<file path="src/rtl/lsfe_pkg.sv">
package lsfe_pkg;

    localparam int MAX_ORDER = 31;
    localparam int K_W       = $clog2(MAX_ORDER + 1);
    localparam int ODD_W     = K_W + 1;
    localparam int HO_W      = 5;
    localparam int ORD_W     = 5;

    localparam int X_W       = 32;
    localparam int FRAC      = 30;
    localparam int OUT_W     = 32;
    localparam int OUT_FRAC  = 26;

    localparam int P_W       = 34;
    localparam int T_W       = ODD_W + 1 + P_W;
    localparam int NUM_W     = T_W + 1;
    localparam int MA_W      = P_W + 1;
    localparam int MB_W      = X_W + 1;
    localparam int PROD_W    = MA_W + MB_W;
    localparam int SCALE_W   = 32;

    localparam int DIGIT_W   = 8;
    localparam int DIV_W     = 48;
    localparam int DIV_STEPS = DIV_W / DIGIT_W;
    localparam int DCNT_W    = $clog2(DIV_STEPS);

    localparam int M_TDATA_W = ((ORD_W + 2 * OUT_W + 7) / 8) * 8;

    typedef enum logic [3:0] {
        DP_NOP,
        DP_LOAD,
        DP_EMIT0,
        DP_EMIT1,
        DP_MUL_XP,
        DP_RND_XP,
        DP_MUL_SLOPE,
        DP_NUM,
        DP_DIV_P,
        DP_DIFF,
        DP_MUL_VAL,
        DP_DIV_V,
        DP_EMITK
    } dp_op_t;

    typedef struct packed {
        dp_op_t         op;
        logic [K_W-1:0] k;
        logic           last;
    } dp_cmd_t;

    typedef struct packed {
        logic out_free;
        logic div_busy;
        logic div_done;
    } dp_status_t;

    typedef logic [MAX_ORDER:0][SCALE_W-1:0] scale_tab_t;

    // sqrt((2k-1)/2) in q.26, floor of sqrt((2k-1) * 2^51)
    function automatic scale_tab_t scale_table_f();
        scale_tab_t  tab;
        logic [63:0] v;
        logic [63:0] r;
        logic [63:0] b;
        tab = '0;
        for (int k = 1; k <= MAX_ORDER; k++) begin
            v = 64'(2 * k - 1) << 51;
            r = '0;
            b = 64'd1 << 62;
            for (int j = 0; j < 32; j++) begin
                if (v >= r + b) begin
                    v = v - (r + b);
                    r = (r >> 1) + b;
                end else begin
                    r = r >> 1;
                end
                b = b >> 2;
            end
            tab[k] = SCALE_W'(r);
        end
        return tab;
    endfunction

    localparam scale_tab_t SCALE_TAB = scale_table_f();

endpackage

</file>
<file path="src/rtl/lsfe_ctrl.sv">
module lsfe_ctrl import lsfe_pkg::*; (
    input  logic            aclk,
    input  logic            aresetn,
    input  logic            cfg_wr_en,
    input  logic [HO_W-1:0] cfg_wr_data,
    input  logic            in_valid,
    output logic            in_ready,
    output dp_cmd_t         cmd,
    input  dp_status_t      status
);

    typedef enum logic [3:0] {
        ST_IDLE,
        ST_EMIT0,
        ST_EMIT1,
        ST_MUL_XP,
        ST_RND_XP,
        ST_MUL_SLOPE,
        ST_NUM,
        ST_DIV_P,
        ST_WAIT_P,
        ST_DIFF,
        ST_MUL_VAL,
        ST_DIV_V,
        ST_WAIT_V,
        ST_EMITK
    } state_t;

    state_t          state_reg;
    state_t          state_next;
    logic [K_W-1:0]  k_reg;
    logic [K_W-1:0]  k_next;
    logic [HO_W-1:0] ho_reg;
    logic [K_W-1:0]  top;

    // order zero means one, clip at the top order
    always_comb begin
        if (ho_reg == '0) begin
            top = K_W'(1);
        end else if (32'(ho_reg) > MAX_ORDER) begin
            top = K_W'(MAX_ORDER);
        end else begin
            top = K_W'(ho_reg);
        end
    end

    always_comb begin
        state_next = state_reg;
        k_next     = k_reg;
        cmd.op     = DP_NOP;
        cmd.k      = k_reg;
        cmd.last   = 1'b0;
        unique case (state_reg)
            ST_IDLE: begin
                if (in_valid) begin
                    cmd.op     = DP_LOAD;
                    state_next = ST_EMIT0;
                end
            end
            ST_EMIT0: begin
                if (status.out_free) begin
                    cmd.op     = DP_EMIT0;
                    state_next = ST_EMIT1;
                end
            end
            ST_EMIT1: begin
                if (status.out_free) begin
                    cmd.op   = DP_EMIT1;
                    cmd.last = (top == K_W'(1));
                    if (top == K_W'(1)) begin
                        state_next = ST_IDLE;
                    end else begin
                        k_next     = K_W'(2);
                        state_next = ST_MUL_XP;
                    end
                end
            end
            ST_MUL_XP: begin
                cmd.op     = DP_MUL_XP;
                state_next = ST_RND_XP;
            end
            ST_RND_XP: begin
                cmd.op     = DP_RND_XP;
                state_next = ST_MUL_SLOPE;
            end
            ST_MUL_SLOPE: begin
                cmd.op     = DP_MUL_SLOPE;
                state_next = ST_NUM;
            end
            ST_NUM: begin
                cmd.op     = DP_NUM;
                state_next = ST_DIV_P;
            end
            ST_DIV_P: begin
                cmd.op     = DP_DIV_P;
                state_next = ST_WAIT_P;
            end
            ST_WAIT_P: begin
                if (status.div_done) begin
                    state_next = ST_DIFF;
                end
            end
            ST_DIFF: begin
                cmd.op     = DP_DIFF;
                state_next = ST_MUL_VAL;
            end
            ST_MUL_VAL: begin
                cmd.op     = DP_MUL_VAL;
                state_next = ST_DIV_V;
            end
            ST_DIV_V: begin
                cmd.op     = DP_DIV_V;
                state_next = ST_WAIT_V;
            end
            ST_WAIT_V: begin
                if (status.div_done) begin
                    state_next = ST_EMITK;
                end
            end
            ST_EMITK: begin
                if (status.out_free) begin
                    cmd.op   = DP_EMITK;
                    cmd.last = (k_reg == top);
                    if (k_reg == top) begin
                        state_next = ST_IDLE;
                    end else begin
                        k_next     = k_reg + K_W'(1);
                        state_next = ST_MUL_XP;
                    end
                end
            end
            default: begin
                state_next = ST_IDLE;
            end
        endcase
    end

    always_ff @(posedge aclk) begin
        if (!aresetn) begin
            state_reg <= ST_IDLE;
            k_reg     <= '0;
            ho_reg    <= HO_W'(31);
        end else begin
            state_reg <= state_next;
            k_reg     <= k_next;
            if (cfg_wr_en) begin
                ho_reg <= cfg_wr_data;
            end
        end
    end

    assign in_ready = (state_reg == ST_IDLE);

endmodule

</file>
<file path="config.mk">
export PLATFORM = sky130hd
export DESIGN_NAME = lsfe_ctrl
export DESIGN_NICKNAME = d
export VERILOG_FILES = /design/src/rtl/lsfe_pkg.sv /design/src/rtl/lsfe_ctrl.sv
export SDC_FILE = /design/constraint.sdc
export NUM_CORES = 1
export LEC_CHECK = 0
export BUFFER_PORTS_ARGS = -buffer_cell sky130_fd_sc_hd__buf_2
export CAP_MARGIN = 0
export CORE_MARGIN = 2
export CORE_UTILIZATION = 53
export DETAILED_ROUTE_END_ITERATION = 6
export GPL_TIMING_DRIVEN = 0
export PLACE_DENSITY = 0.75
export SLEW_MARGIN = 20
export SYNTH_ARGS = -nofsm -noshare
export SYNTH_HDL_FRONTEND = slang
export SYNTH_SLANG_ARGS = --single-unit
</file>
<file path="constraint.sdc">
create_clock -name aclk -period 2.3 [get_ports aclk]
set_input_delay 0.115 -clock aclk [delete_from_list [all_inputs] [get_ports aclk]]
set_output_delay 0.115 -clock aclk [all_outputs]
set_load 0.05 [all_outputs]
</file>
==> reports/results.tsv <==
stage	metric	value	unit
outcome	status	completed	
place	dpl.cell_count	172	
synthesis	synth.avg_cell_area	8.04	sq um
setup_path	worst_setup_path_end_kind	output port	
clock_network	numCtsBuffers	3	
detailed_routing	drt_first_iter_violations	31	
die	die_area	2310	sq um
setup_path	slowest_delay	0.44	ns
place	portBuffers	19	
pwr	worst_ir_drop_vdd	0.00102	V
pwr	p_int	0.543	mW
grt	globalRouteOverflowTotal	0	
grt	antenna_found_initial	0	
clock_network	cts_setup_buffers	0	
pwr	pwr-share-clk	0.130	
clock_network	insertion_delay	0.28	ns
synthesis	yosys_most_used_dff	dfxtp_1	
synthesis	syn_nets	141	
synthesis	yosys.area_share.xor_xnor	0.0511	
setup_path	worst_ep_arrival_time	1.94	ns
clock_network	ctsHoldBuffers	0	
sta	tightest_slew	0.521	ns
detailed_routing	finalWirelength	2.27	mm
die	ios	23	
synthesis	yosys.area_share.simple	0.269	
clock_network	cts_tree	yes	
detailed_routing	drc	0	
sta	fin_crit_sh	0.893	
pwr	swShare	0.481	
pwr	p_per_area	883	nW/um^2
synthesis	synthesis.area	1030	sq um
synthesis	synthAdderAreaFrac	0.0122	
synthesis	async_reset_ff_frac	0	
setup_path	endpoint	cmd[0]	
sta	clock.fmax	487	MHz
detailed_routing	drtAntennaViolNets	0	
sta	setup_viol	0	
cells_and_area	drive_gt1_frac	0.260	
sta	tns	0	ns
sta	rsz0062_at_grt	false	
die	fp-row-count	15	
synthesis	ys_warn_count	0	
cells_and_area	fillCellCount	167	
setup_path	reg2reg_slack	0.56	ns
die	die_w	48.1	um
setup_path	path_max_fanout	4	
detailed_routing	num_vias	1028	
die	initial_utilization	0.577	
clock_network	post_cts_resize_count	0	
setup_path	crit_path_cell_trace	xor2_1 > nor4_2 > o21ai_0 > o22a_1 > nor2_2 > buf_2	
cells_and_area	nNetsFinal	165	
place	hpwl	1.74	mm
detailed_routing	drt-pass1-iter-count	4	
pwr	pwr-share-seq	0.292	
setup_path	startpoint	ho_reg[1]$_SDFFE_PN1P_	
synthesis	syn_inst	128	
run	cap_violations	0	
setup_path	start_kind	register	
setup_path	critPathKind	register to output port	
synthesis	synth-seq-area-share	0.273	
grt	grt_max_degree	11	
worst_hold_path	hp-class	primary input to register	
sta	slew_violations	0	
clock_network	clk_pin_slew	0.08	ns
setup_path	cp.depth	6	
pwr	pwr-share-comb	0.578	
setup_path	r2r_start	state_reg[0]$_SDFFE_PN0P_	
detailed_routing	wl_per_cell	13.0	um
setup_path	critical_path_buf_inv_count	1	
setup_path	crit_required	2.18	ns
synthesis	synth_mux_area_frac	0.0815	
setup_path	timing.rr.end	k_reg[3]$_SDFFE_PN0P_	
cells_and_area	final_util	0.665	
pwr	p_leak	0.496	nW
clock_network	cts-root-buf	clkbuf_4	
clock_network	h-tree-depth	1	
sta	hold_viol_final	0	
detailed_routing	avgViaCountPerCell	5.87	
clock_network	clockBufferDepth	2	
cells_and_area	syn2layout_area_growth	15.3	%
setup_path	rr_worst_depth	5	
grt	first_global_vias	863	
die	fp.dieH	48.1	um
setup_path	critPathTopFamily	flip-flops	
sta	finalCriticalPeriod	2.05	ns
cells_and_area	fin_cells	175	
die	core-area	1780	sq um
pwr	power_switching	0.504	mW
synthesis	synth_top_family_by_area	simple AND/OR/NAND/NOR gates	
grt	grt_pass1_wl	3.55	mm
sta	skew	0.00441	ns
grt	grt_util_all_layers	0.221	
setup_path	cp_slowest_cell	dfxtp_1	
sta	relSlewSlack	0.653	
synthesis	synthDistinctLibCells	46	
place	globalplace.congestion	0.888	
cells_and_area	diodes	0	
clock_network	cts.sinks	14	
synthesis	synth_edf_count	0	
synthesis	synth_compound_area_frac	0.236	
synthesis	ys_ff_latch	14	
[stage by stage]
stage | cell area [sq um] | setup slack [ns] | hold slack (ns) | power, mW
after detailed placement | 1160 | 0.468 | 0.337 | 0.907
final | 1190 | 0.246 | 0.0454 | 1.05
after global routing | 1190 | 0.0510 | 0.0365 | 1.11
after global placement | 1160 | 0.483 | 0.328 | 0.889
after CTS | 1180 | 0.146 | 0.0404 | 1.05
after floorplan | 1030 | 0.0378 | 0.244 | 0.792
[worst min-delay path by stage]
stage	to	cells after the start	startpoint
after global placement	ho_reg[4]$_SDFFE_PN1P_	3	cfg_wr_data[4]
after global routing	ho_reg[4]$_SDFFE_PN1P_	3	cfg_wr_data[4]
after detailed placement	ho_reg[0]$_SDFFE_PN1P_	3	cfg_wr_data[0]
after CTS	ho_reg[4]$_SDFFE_PN1P_	3	cfg_wr_data[4]
final	ho_reg[4]$_SDFFE_PN1P_	3	cfg_wr_data[4]
after floorplan	ho_reg[0]$_SDFFE_PN1P_	2	cfg_wr_data[0]
[cells in the mapped netlist (2+ instances only)]
master / number / area [sq um]
a211oi_1: 3 / 22.5
a21oi_1: 5 / 25.0
a311oi_1: 2 / 17.5
a32o_1: 2 / 20.0
buf_6: 2 / 22.5
clkbuf_1: 7 / 26.3
dfxtp_1: 14 / 280
inv_1: 7 / 26.3
mux2_2: 3 / 33.8
mux2i_1: 5 / 50.1
nand2_1: 12 / 45.0
nand2b_1: 2 / 12.5
nand3_1: 2 / 10.0
nand4_1: 2 / 12.5
nor2_1: 14 / 52.6
nor3_1: 2 / 10.0
nor4_1: 2 / 12.5
o21a_1: 2 / 15.0
o21ai_0: 7 / 35.0
o22ai_1: 2 / 12.5
or2_2: 2 / 12.5
xnor2_1: 2 / 17.5
xor2_1: 4 / 35.0
[cells in the final DEF (no fill, tap or decap), types with 2 or more instances in the layout]
cell,instances
buf_2,20
dfxtp_1,14
nor2_1,13
nand2_1,12
clkbuf_1,7
inv_1,7
o21ai_0,7
a21oi_1,5
mux2i_1,5
xor2_1,4
a211oi_1,3
mux2_2,3
clkbuf_4,3
buf_6,2
nand3_1,2
a32o_1,2
o22ai_1,2
nand2b_1,2
or2_2,2
o21a_1,2
nor3_1,2
nand4_1,2
xnor2_1,2
a311oi_1,2
[per-layer routing]
metal	vias to the layer above	global-route usage	part of all wire
met3	5	0.0453	0.055
met4	0	0.0973	0.018
met2	32	0.352	0.45
met1	476	0.287	0.47
met5	-	0	0
li1	515	-	-
[power by group through the flow]
| stage | registers [mW] | logic, mW | clock network (mW) |
|---|---|---|---|
| final | 0.305 | 0.606 | 0.136 |
| after global routing | 0.309 | 0.649 | 0.154 |
| after CTS | 0.304 | 0.601 | 0.141 |
| after detailed placement | 0.310 | 0.597 | 0 |
| after global placement | 0.308 | 0.581 | 0 |
| after floorplan | 0.314 | 0.478 | 0 |
[cells by family after synthesis]
logic type,count (synthesis)
AO/OA/AOI/OAI,33
buffers and inverters,17
adder cells (fa/ha/maj),1
XOR/XNOR,6
AND/OR/NAND/NOR,49
flip-flops,14
multiplexers,8
[area by class of cell]
type / instances / area, sq um / share of cell area
sequential: 14 / 280 / 0.236
clock buffer: 3 / 22.5 / 0.0190
multi-input combinational: 97 / 677 / 0.571
inverter: 7 / 26.3 / 0.0222
buffer: 10 / 53.8 / 0.0454
tap: 25 / 31.3 / 0.0264
timing repair buffer: 19 / 95.1 / 0.0802
[tightest hold or removal path, cell delays in order]
cell	delay (ns)
buf_2	0.07
mux2i_1	0.05
nand2_1	0.05
Power figures use the tool's default switching activity.
